### src/sv/gbn_pkg.sv
`timescale 1ns / 1ps

package gbn_pkg;

  localparam int SEQ_W            = 3;
  localparam int DATA_BITS        = 64;
  localparam int PAYLOAD_BITS_DEF = 64;
  localparam int SEQ_SPACE        = 1 << SEQ_W;
  localparam int QUEUE_DEPTH      = 2;

  typedef logic [SEQ_W-1:0]     seq_t;
  typedef logic [DATA_BITS-1:0] data_t;

  localparam logic [1:0] CMD_SEND    = 2'd0;
  localparam logic [1:0] CMD_ACK     = 2'd1;
  localparam logic [1:0] CMD_TIMEOUT = 2'd2;

  localparam logic [2:0] EV_NEW     = 3'd0;
  localparam logic [2:0] EV_REFUSED = 3'd1;
  localparam logic [2:0] EV_RESENT  = 3'd2;
  localparam logic [2:0] EV_ACK_OK  = 3'd3;
  localparam logic [2:0] EV_ACK_IGN = 3'd4;
  localparam logic [2:0] EV_IDLE_TO = 3'd5;

  localparam logic [1:0] TA_NONE    = 2'd0;
  localparam logic [1:0] TA_START   = 2'd1;
  localparam logic [1:0] TA_STOP    = 2'd2;
  localparam logic [1:0] TA_RESTART = 2'd3;

  typedef struct packed {
    logic [1:0] cmd;
    data_t      payload;
    seq_t       ack_number;
    logic       ack_intact;
    seq_t       timeout_seq;
  } gbn_in_t;

  typedef struct packed {
    logic [2:0] event_res;
    seq_t       seq_number;
    data_t      packet_data;
    logic [1:0] timer_action;
    seq_t       timer_stop_seq;
    seq_t       timer_start_seq;
    seq_t       outstanding;
    logic       last;
  } gbn_out_t;

  typedef struct packed {
    logic [2:0] event_res;
    seq_t       seq_number;
    data_t      data;
    logic [1:0] timer_action;
    seq_t       stop_seq;
    seq_t       start_seq;
    seq_t       outstanding;
  } gbn_job_t;

  typedef struct packed {
    logic empty;
    logic full;
  } gbn_qstat_t;

endpackage

### src/sv/gbn_front.sv
`timescale 1ns / 1ps

module gbn_front import gbn_pkg::*; #(
  parameter int PAYLOAD_BITS = PAYLOAD_BITS_DEF
) (
  input  logic     clk,
  input  logic     rst_n,
  input  logic     accept,
  input  gbn_in_t  req,
  output logic     push,
  output gbn_job_t job
);

  localparam data_t DMASK  = {DATA_BITS{1'b1}} >> (DATA_BITS - PAYLOAD_BITS);
  localparam seq_t  WINDOW = {SEQ_W{1'b1}};

  seq_t base_r, base_nxt;
  seq_t last_r, last_nxt;
  seq_t cnt_r, cnt_nxt;
  seq_t seq_new;
  seq_t ack_off;

  always_comb begin
    base_nxt = base_r;
    last_nxt = last_r;
    cnt_nxt  = cnt_r;
    push     = 1'b0;
    job      = '0;
    seq_new  = last_r + 1'b1;
    ack_off  = req.ack_number - base_r;
    if (accept) begin
      case (req.cmd)
        CMD_SEND: begin
          push = 1'b1;
          if (cnt_r >= WINDOW) begin
            job.event_res   = EV_REFUSED;
            job.seq_number  = seq_new;
            job.outstanding = cnt_r;
          end else begin
            last_nxt        = seq_new;
            cnt_nxt         = cnt_r + 1'b1;
            job.event_res   = EV_NEW;
            job.seq_number  = seq_new;
            job.data        = req.payload & DMASK;
            job.outstanding = cnt_nxt;
            if (base_r == seq_new) begin
              job.timer_action = TA_START;
              job.start_seq    = base_r;
            end
          end
        end
        CMD_ACK: begin
          push = 1'b1;
          if (req.ack_intact && (ack_off < cnt_r)) begin
            base_nxt        = req.ack_number + 1'b1;
            cnt_nxt         = cnt_r - ack_off - 1'b1;
            job.event_res   = EV_ACK_OK;
            job.seq_number  = base_nxt;
            job.stop_seq    = base_r;
            job.outstanding = cnt_nxt;
            if (cnt_nxt == '0) begin
              job.timer_action = TA_STOP;
            end else begin
              job.timer_action = TA_RESTART;
              job.start_seq    = base_nxt;
            end
          end else begin
            job.event_res   = EV_ACK_IGN;
            job.seq_number  = base_r;
            job.outstanding = cnt_r;
          end
        end
        CMD_TIMEOUT: begin
          push             = 1'b1;
          job.event_res    = (cnt_r == '0) ? EV_IDLE_TO : EV_RESENT;
          job.seq_number   = base_r;
          job.timer_action = TA_RESTART;
          job.stop_seq     = req.timeout_seq;
          job.start_seq    = req.timeout_seq;
          job.outstanding  = cnt_r;
        end
        default: begin
        end
      endcase
    end
  end

  always_ff @(posedge clk) begin
    if (!rst_n) begin
      base_r <= '0;
      last_r <= '1;
      cnt_r  <= '0;
    end else begin
      base_r <= base_nxt;
      last_r <= last_nxt;
      cnt_r  <= cnt_nxt;
    end
  end

endmodule

### src/sv/gbn_queue.sv
`timescale 1ns / 1ps

module gbn_queue import gbn_pkg::*; (
  input  logic       clk,
  input  logic       rst_n,
  input  logic       push,
  input  gbn_job_t   job_in,
  input  logic       pop,
  output gbn_job_t   job_out,
  output gbn_qstat_t stat
);

  localparam int PTR_W = (QUEUE_DEPTH > 1) ? $clog2(QUEUE_DEPTH) : 1;
  localparam int CNT_W = $clog2(QUEUE_DEPTH + 1);
  localparam logic [PTR_W-1:0] LAST_PTR = PTR_W'(QUEUE_DEPTH - 1);
  localparam logic [CNT_W-1:0] FULL_CNT = CNT_W'(QUEUE_DEPTH);

  gbn_job_t entry_r [QUEUE_DEPTH];
  logic [PTR_W-1:0] wptr_r, wptr_nxt;
  logic [PTR_W-1:0] rptr_r, rptr_nxt;
  logic [CNT_W-1:0] cnt_r, cnt_nxt;

  always_comb begin
    wptr_nxt = wptr_r;
    rptr_nxt = rptr_r;
    cnt_nxt  = cnt_r;
    if (push) begin
      wptr_nxt = (wptr_r == LAST_PTR) ? '0 : wptr_r + 1'b1;
    end
    if (pop) begin
      rptr_nxt = (rptr_r == LAST_PTR) ? '0 : rptr_r + 1'b1;
    end
    if (push && !pop) begin
      cnt_nxt = cnt_r + 1'b1;
    end else if (pop && !push) begin
      cnt_nxt = cnt_r - 1'b1;
    end
  end

  always_ff @(posedge clk) begin
    if (!rst_n) begin
      wptr_r <= '0;
      rptr_r <= '0;
      cnt_r  <= '0;
    end else begin
      wptr_r <= wptr_nxt;
      rptr_r <= rptr_nxt;
      cnt_r  <= cnt_nxt;
    end
  end

  always_ff @(posedge clk) begin
    if (push) begin
      entry_r[wptr_r] <= job_in;
    end
  end

  assign job_out    = entry_r[rptr_r];
  assign stat.empty = (cnt_r == '0);
  assign stat.full  = (cnt_r == FULL_CNT);

endmodule

### src/sv/gbn_back.sv
`timescale 1ns / 1ps

module gbn_back import gbn_pkg::*; #(
  parameter int PAYLOAD_BITS = PAYLOAD_BITS_DEF
) (
  input  logic       clk,
  input  logic       rst_n,
  input  gbn_qstat_t qstat,
  input  gbn_job_t   job,
  output logic       pop,
  output logic       out_strobe,
  output gbn_out_t   out_res
);

  logic [PAYLOAD_BITS-1:0] mem [SEQ_SPACE];
  logic [PAYLOAD_BITS-1:0] rd_data_r;

  logic     burst_r, burst_nxt;
  seq_t     k_r, k_nxt;
  gbn_job_t cur_r, cur_nxt;
  logic     strobe_r, strobe_nxt;
  gbn_out_t res_r, res_nxt;
  logic     from_mem_r, from_mem_nxt;
  logic     rd_en;
  logic     wr_en;
  seq_t     rd_addr;

  always_comb begin
    burst_nxt    = burst_r;
    k_nxt        = k_r;
    cur_nxt      = cur_r;
    strobe_nxt   = 1'b0;
    res_nxt      = res_r;
    from_mem_nxt = 1'b0;
    pop          = 1'b0;
    rd_en        = 1'b0;
    wr_en        = 1'b0;
    rd_addr      = cur_r.seq_number + k_r;
    if (burst_r) begin
      rd_en                   = 1'b1;
      strobe_nxt              = 1'b1;
      from_mem_nxt            = 1'b1;
      res_nxt                 = '0;
      res_nxt.event_res       = EV_RESENT;
      res_nxt.seq_number      = rd_addr;
      res_nxt.timer_action    = TA_NONE;
      res_nxt.outstanding     = cur_r.outstanding;
      res_nxt.last            = (k_r == cur_r.outstanding - 1'b1);
      k_nxt                   = k_r + 1'b1;
      if (res_nxt.last) begin
        burst_nxt = 1'b0;
      end
    end else if (!qstat.empty) begin
      pop                     = 1'b1;
      strobe_nxt              = 1'b1;
      res_nxt.event_res       = job.event_res;
      res_nxt.seq_number      = job.seq_number;
      res_nxt.packet_data     = job.data;
      res_nxt.timer_action    = job.timer_action;
      res_nxt.timer_stop_seq  = job.stop_seq;
      res_nxt.timer_start_seq = job.start_seq;
      res_nxt.outstanding     = job.outstanding;
      res_nxt.last            = 1'b1;
      if (job.event_res == EV_NEW) begin
        wr_en = 1'b1;
      end
      if (job.event_res == EV_RESENT) begin
        rd_en        = 1'b1;
        rd_addr      = job.seq_number;
        from_mem_nxt = 1'b1;
        res_nxt.last = (job.outstanding == seq_t'(1));
        cur_nxt      = job;
        k_nxt        = seq_t'(1);
        burst_nxt    = (job.outstanding != seq_t'(1));
      end
    end
  end

  always_ff @(posedge clk) begin
    if (!rst_n) begin
      burst_r  <= 1'b0;
      strobe_r <= 1'b0;
    end else begin
      burst_r  <= burst_nxt;
      strobe_r <= strobe_nxt;
    end
  end

  always_ff @(posedge clk) begin
    k_r        <= k_nxt;
    cur_r      <= cur_nxt;
    res_r      <= res_nxt;
    from_mem_r <= from_mem_nxt;
  end

  always_ff @(posedge clk) begin
    if (wr_en) begin
      mem[job.seq_number] <= job.data[PAYLOAD_BITS-1:0];
    end
    if (rd_en) begin
      rd_data_r <= mem[rd_addr];
    end
  end

  always_comb begin
    out_res = res_r;
    if (from_mem_r) begin
      out_res.packet_data = DATA_BITS'(rd_data_r);
    end
  end

  assign out_strobe = strobe_r;

endmodule

### src/sv/go_back_n_sender.sv
`timescale 1ns / 1ps

// Go-Back-N sender with a window of seven packets over 3-bit sequence numbers.
// A request is taken at a rising edge where start is high and busy is low. It carries
// a command (send, acknowledgement or timer expiry) with its payload fields.
// Each defined command yields one result, but a timeout with packets outstanding
// yields one resent packet per outstanding packet, oldest first, with last set on
// the final one. Results appear on out_res for one cycle each, marked by out_strobe.
// After acceptance a result passes through the request queue and the output register.
// Window state is updated when the request is taken, so send and acknowledgement
// requests are taken one per cycle while busy is low. Results are produced at one
// per cycle, so a timeout burst of n packets keeps the result side occupied until its
// last packet, and busy rises once the two-entry request queue fills behind it.
// The receiver cannot stall: every strobed result is taken in its cycle.
// Reset clears the window, empties the queue and drops any burst in progress.
// The packet store holds no defined data until a send writes an entry.
module go_back_n_sender import gbn_pkg::*; #(
  parameter int PAYLOAD_BITS = PAYLOAD_BITS_DEF
) (
  input  logic     clk,
  input  logic     rst_n,
  input  logic     start,
  output logic     busy,
  input  gbn_in_t  in_req,
  output logic     out_strobe,
  output gbn_out_t out_res
);

  logic       accept;
  logic       push;
  logic       pop;
  gbn_job_t   job_in;
  gbn_job_t   job_out;
  gbn_qstat_t qstat;

  assign busy   = qstat.full;
  assign accept = start && !busy;

  gbn_front #(.PAYLOAD_BITS(PAYLOAD_BITS)) u_front (
    .clk    (clk),
    .rst_n  (rst_n),
    .accept (accept),
    .req    (in_req),
    .push   (push),
    .job    (job_in)
  );

  gbn_queue u_queue (
    .clk     (clk),
    .rst_n   (rst_n),
    .push    (push),
    .job_in  (job_in),
    .pop     (pop),
    .job_out (job_out),
    .stat    (qstat)
  );

  gbn_back #(.PAYLOAD_BITS(PAYLOAD_BITS)) u_back (
    .clk        (clk),
    .rst_n      (rst_n),
    .qstat      (qstat),
    .job        (job_out),
    .pop        (pop),
    .out_strobe (out_strobe),
    .out_res    (out_res)
  );

endmodule

### config.mk
export PLATFORM = sky130hd
export DESIGN_NAME = go_back_n_sender
export DESIGN_NICKNAME = d
export VERILOG_FILES = /design/src/sv/gbn_pkg.sv /design/src/sv/gbn_front.sv /design/src/sv/gbn_queue.sv /design/src/sv/gbn_back.sv /design/src/sv/go_back_n_sender.sv
export SDC_FILE = /design/constraint.sdc
export NUM_CORES = 1
export LEC_CHECK = 0
export BUFFER_PORTS_ARGS = -buffer_cell sky130_fd_sc_hd__buf_2
export CAP_MARGIN = 10
export CORE_ASPECT_RATIO = 1.5
export CORE_UTILIZATION = 50
export DETAILED_ROUTE_END_ITERATION = 8
export PLACE_DENSITY = 0.67
export SYNTH_ARGS = -nofsm -noshare
export SYNTH_HDL_FRONTEND = slang
export SYNTH_SLANG_ARGS = --single-unit
### constraint.sdc
create_clock -name clk -period 7.2 [get_ports clk]
set_input_delay 0.36 -clock clk [delete_from_list [all_inputs] [get_ports clk]]
set_output_delay 0.36 -clock clk [all_outputs]
set_load 0.05 [all_outputs]
==> results of run 1 <==
## routing by layer
| layer | global-route usage | wire [um] | up-vias |
|---|---|---|---|
| met5 | 0 | 55 | - |
| met4 | 0.0694 | 1610 | 10 |
| met3 | 0.0373 | 3750 | 105 |
| met2 | 0.363 | 36000 | 454 |
| met1 | 0.258 | 29000 | 8706 |
| li1 | - | - | 7684 |
## state kept, by name, indices dropped and copies added (netlist names), named ones only
register	count
u_queue.cnt_r	2
u_back.cur_r	6
u_back.burst_r	1
u_front.last_r	3
u_queue.wptr_r	1
u_back.out_res	18
u_back.k_r	3
u_queue.rptr_r	1
u_back.from_mem_r	1
u_back.mem	512
u_back.rd_data_r	64
u_back.res_r	64
u_back.out_strobe	1
u_front.cnt_r	3
u_queue.entry_r	162
u_front.base_r	3
## power breakdown
group          leakage, nW  internal, mW  switching [mW]  total, mW
Combinational         5.05          1.60            2.91       4.51
Sequential            7.67          6.19           0.236       6.43
Clock                 1.26          2.44            1.73       4.17
## final timing paths
kind                     startpoint                      to  slack, ns  cells after the start
hold reg to reg   u_back.out_res[4]       u_back.out_res[4]       0.46                      2
setup / recovery     u_back.burst_r    u_back.rd_data_r[45]       3.07                      7
setup reg to reg     u_back.burst_r    u_back.rd_data_r[45]       3.07                      7
hold / removal           in_req[40]  u_queue.entry_r[0][44]       0.05                      2
## area by class of cell
| type | instances | area, um^2 |
|---|---|---|
| Sequential cell | 846 | 24500 |
| Clock inverter | 38 | 475 |
| Fill cell | 5058 | 28800 |
| Inverter | 26 | 97.6 |
| Antenna cell | 3 | 7.51 |
| Multi-Input combinational cell | 938 | 8690 |
| Clock buffer | 104 | 2120 |
| Timing Repair Buffer | 193 | 1090 |
| Tap cell | 885 | 1110 |
## worst register-to-register path, cell delays in order (launching register included)
cell     delay (ns)
dfxtp_1        0.40
o21ba_4        0.77
o21ai_2        0.32
mux2_8         0.96
buf_12         0.58
mux2i_1        0.44
mux2i_1        0.09
mux2_2         0.30
## Yosys cell counts, drive strengths merged (3+ instances only)
| master | instances |
|---|---|
| edfxtp | 754 |
| mux2i | 402 |
| mux2 | 197 |
| dfxtp | 92 |
| buf | 79 |
| and2 | 72 |
| a22o | 66 |
| nand2 | 40 |
| clkbuf | 34 |
| nor2 | 30 |
| inv | 26 |
| o21ai | 25 |
| a21oi | 19 |
| ha | 18 |
| xnor2 | 11 |
| xor2 | 7 |
| nor3 | 6 |
| o22ai | 5 |
| a222oi | 4 |
| o21a | 4 |
| a31oi | 3 |
| fa | 3 |
| nand3 | 3 |
| nor2b | 3 |
| or2 | 3 |
## cell families after synthesis
family          after synthesis  share of synthesized area
simple gates                165                     0.0257
flops                       846                      0.723
xor+xnor                     18                    0.00465
mux                         599                      0.184
fa+ha+maj                    21                    0.00842
compound gates              135                     0.0294
buf+inv                     139                     0.0248
==> metrics, run 1 <==
status=completed; TritonCTS sink count=about 850; worst endpoint required time=between 7 and 8 ns; Slew headroom=0.288; Post-synth top flop=edfxtp_1; DP Cell Count=2888; Tot GR Track Use=0.207; Longest Clk Path Bufs=3; Ys Warns=0; clk_lat worst skew=between 0.6 and 0.7 ns; Die Ht=between 300 and 400 um; Util after Layout=0.569; Avg Cell Area, Syn=around 18 um^2; Synthesized Nets=~2000; commonest cells after routing, fill and taps aside=edfxtp_1, mux2i_1, mux2_2; Die Wd=roughly 210 um; TNS Setup=0 ns; worst hold slack=about 0.046 ns; die area=~69000 um^2; pwr dens=between 300 and 400 nW/um^2; Root Driver=clkbuf_16; non-filler cells in the finished layout=between 3000 and 4000; fin area=about 38000 um^2; Pleak=14.0 nW; min cycle time layout=slightly above 4 ns; Yosys top cell by area=edfxtp_1; unrepaired setup endpoints after global routing=false; vias post-DR=roughly 17000; asr flop ratio synth=0; flops & latches, synth=846; synthesized area=about 34000 um^2; total gr overflow=0; first-pass GRT wire length=approximately 110 mm; Cell Rows=approximately 120; I/O pin count=between 150 and 200; largest net degree at the start of global routing=about 130; layout cells sized above 1=0.246; Tcrit/Tclk final=0.573; antenna violation net count after detailed routing=0; path type of the worst min-delay path=in2reg; Setup CP Type=reg2reg; DRT Pass-1 Iters=5; worst path bufs/invs=1; antenna violations before repair=5; Routed WL=70.5 mm; sequential-to-total area share from yosys stat=0.723; CTS Buf Count=76; P&R area growth vs syn=12.4%; cts hold-fix bufs=0; Critical Path AT=~4.5 ns; Post-synth EDFFs=754; port bufs=159; Initial Util=0.506; core area=around 67000 um^2; CP Max Fanout=between 90 and 100; number of max-cap violations=0; GPL Wtd Cong=roughly 0.84; CTS tree=done; Post-CTS Setup Repair Bufs=0; actual slew at the worst max-slew pin=roughly 1.1 ns; Netlist cell types=47; pre-CTS setup slack=between 3 and 4 ns; fin nets=roughly 2200; max-slew violation count=0; crit end category=flop; crit-path most repeated cell=mux2i_1; final hold vios=0; vias in the first global route=approximately 18000; via/cell ratio=around 5.6; WL/cell=23.2 um; f_max=242 MHz; Worst Clk Skew=0.0159 ns; VDD IR-drop max=around 340 uV; Post-CTS Resized=0; Critical Path Max Stage Delay=roughly 0.96 ns; Yosys top cell area share=0.668; critical path launch point type=flop; Initial DRC Count=between 1000 and 1500; worst-path cell chain=o21ba_4 > o21ai_2 > mux2_8 > buf_12 > mux2i_1 > mux2i_1 > mux2_2; kind of cell adding the most delay to the critical path=multiplexers; HPWL Detailed=between 30 and 40 mm; Pwr Total=between 15 and 20 mW; Setup WS post-layout=approximately 3.1 ns; placed inst area=about 35000 um^2; CP max-delay cell=mux2_8; H-tree levels=3; Synth area leaders=edfxtp_1, mux2i_1, mux2_2; commonest non-fill, non-tap cell in the layout=edfxtp_1; Clock Pin Slew Worst Setup and Hold Paths=0.07 ns; DRC Markers=0; Synth Instances=between 1500 and 2000; Final Setup Violations=0
(Power assumes the default switching activity.)
==> inputs of run 2 (changes only) <==
--- a/config.mk
+++ b/config.mk
@@ -10,7 +10,7 @@
 export CORE_ASPECT_RATIO = 1.5
 export CORE_UTILIZATION = 50
 export DETAILED_ROUTE_END_ITERATION = 8
-export PLACE_DENSITY = 0.67
+export PLACE_DENSITY = 0.7
 export SYNTH_ARGS = -nofsm -noshare
 export SYNTH_HDL_FRONTEND = slang
 export SYNTH_SLANG_ARGS = --single-unit
==> constraint.sdc (replaced) <==
create_clock -name clk -period 3.76 [get_ports clk]
set_input_delay 0.188 -clock clk [delete_from_list [all_inputs] [get_ports clk]]
set_output_delay 0.188 -clock clk [all_outputs]
set_load 0.05 [all_outputs]
==> run 2 against run 1 <==
  * Clock skew increased by 0.0039 ns
  * Critical path type unchanged
  * Largest cell class unchanged
  * Core utilization rose by 1.8 points
  * Register-to-register slack got worse by 2.5 ns
==> metrics, run 2 (synthesized netlist as in run 1, its figures left out) <==
status=completed; Util after Layout=0.587 (+0.0175); hold depth=4 (+2); total gr overflow=0 (unchanged); TNS Setup=0 ns (unchanged); worst endpoint required time=4.12 ns (-3.43 ns); multi-input logic area=8690 um^2 (unchanged); via/cell ratio=5.52 (-1.4%); CTS Buf Count=76 (unchanged); final hold vios=0 (unchanged); f_max=313 MHz (+29%); Cell Rows=116 (unchanged); Tot GR Track Use=0.208 (+0.00103); H-tree levels=3 (unchanged); Post-CTS Resized=0 (unchanged); actual slew at the worst max-slew pin=0.994 ns (-0.0731 ns); Clock Pin Slew Worst Setup and Hold Paths=0.07 ns (about the same); pwr dens=735 nW/um^2 (+85%); Register Area=24500 um^2 (unchanged); crit end category=flop; kind of cell adding the most delay to the critical path=multiplexers; unrepaired setup endpoints after global routing=false; Initial Util=0.506 (unchanged); TritonCTS sink count=846 (unchanged); Setup WS post-layout=0.560 ns (-2.51 ns); fin nets=2269 (+4.2%); Longest Clk Path Bufs=3 (unchanged); max-slew violation count=0 (unchanged); Root Driver=clkbuf_16; DRT Pass-1 Iters=5 (unchanged); antenna violation net count after detailed routing=0 (unchanged); worst-path cell chain=and4bb_2 > o21ai_2 > mux2_8 > buf_12 > mux2i_1 > mux2i_1 > mux2_2; pre-CTS setup slack=0.600 ns (-2.50 ns); WL/cell=22.7 um (-2.3%); worst hold slack=0.0552 ns (+0.00897 ns); Regs by FF count=u_back.mem x512, u_queue.entry_r x162; largest net degree at the start of global routing=66 (-49%); port bufs=159 (unchanged); DRC Markers=0 (unchanged); Pleak=14.4 nW (+3.3%); placed inst area=36100 um^2 (+1.6%); HPWL Detailed=39.8 mm (+6.1%); Die Wd=215 um (unchanged); CP max-delay cell=mux2_8; Setup CP Type=reg2reg; clk_lat worst skew=0.62 ns (about the same); CTS tree=done; worst path bufs/invs=1 (unchanged); Critical Path AT=3.56 ns (-0.92 ns); cts hold-fix bufs=70 (+70); critical path launch point type=flop; Largest Register=u_back.mem; Final Setup Violations=0 (unchanged); R2R cell count=7 (unchanged); antenna violations before repair=3 (-2); Slew headroom=0.335 (+0.0462); Critical Path Max Stage Delay=0.62 ns (-0.34 ns); commonest cells after routing, fill and taps aside=edfxtp_1, mux2i_1, mux2_2; P&R area growth vs syn=15.9%; fin area=39300 um^2 (+3.1%); Post-CTS Setup Repair Bufs=0 (unchanged); commonest non-fill, non-tap cell in the layout=edfxtp_1; max reg flops=512 (unchanged); CP Depth=7 (unchanged); DP Cell Count=2909 (+0.73%); I/O pin count=160 (unchanged); crit-path most repeated cell=mux2i_1; die area=68800 um^2 (unchanged); VDD IR-drop max=567 uV (+66%); CP Max Fanout=47 (-51%); Worst Clk Skew=0.0198 ns (+0.00393 ns); non-filler cells in the finished layout=3119 (+2.8%); first-pass GRT wire length=108 mm (+0.86%); Die Ht=321 um (unchanged); Pwr Total=28.8 mW (+91%); path type of the worst min-delay path=in2reg; R2R setup slack=0.56 ns (-2.51 ns); fill count=4907 (-3.0%); min cycle time layout=3.20 ns (-0.929 ns); GPL Wtd Cong=0.837 (-0.88%); layout cells sized above 1=0.244 (-0.00243); core area=66900 um^2 (unchanged); Routed WL=70.8 mm (+0.50%); number of max-cap violations=0 (unchanged); vias in the first global route=18300 (+1.6%); Initial DRC Count=1098 (-3.1%); vias post-DR=17200 (+1.4%); Tcrit/Tclk final=0.851 (+0.278)
-- run 2: changes by cell type in the layout (fill, tap and decap cells not counted), sizes merged, moves of 2 or more --
| cell | delta |
|---|---|
| clkbuf | +12 |
| inv | -2 |
| buf | +21 |
| dlygate4sd3 | +70 |
| bufinv | -5 |
| clkinv | -8 |
-- run 2: area by class of cell --
class | count | area share
inverter | 26 | 0.00249
clock buffer | 116 | 0.0572
clock inverter | 22 | 0.00615
sequential | 846 | 0.624
antenna | 2 | 0.000128
multi-input combinational | 938 | 0.221
timing repair buffer | 284 | 0.0604
tap | 885 | 0.0282
-- run 2: worst min-delay path: cells and delay by family --
kind / cells / cell delay [ns]
buf+inv: 1 / 0.11
compound gates: 1 / 0.07
simple gates: 2 / 0.26
-- run 2: worst paths after layout --
| check | start | end |
|---|---|---|
| max | flop | u_back.rd_data_r[48] |
| min reg2reg | u_back.out_res[7] | u_back.out_res[7] |
| max reg2reg | flop | u_back.rd_data_r[48] |
| min | start | u_front.base_r[1] |
-- run 2: power breakdown --
part / internal, mW / switching [mW] / total (mW)
registers: 11.9 / 0.480 / 12.3
logic: 3.24 / 5.59 / 8.83
clock network: 4.47 / 3.21 / 7.68
-- run 2: metal layers --
metal | vias up | GRT usage | routed length [um]
li1 | 7880 | - | -
met1 | 8804 | 0.251 | 28600
met2 | 422 | 0.375 | 37100
met3 | 98 | 0.0311 | 3340
met4 | 0 | 0.0763 | 1730
met5 | - | 0 | 0
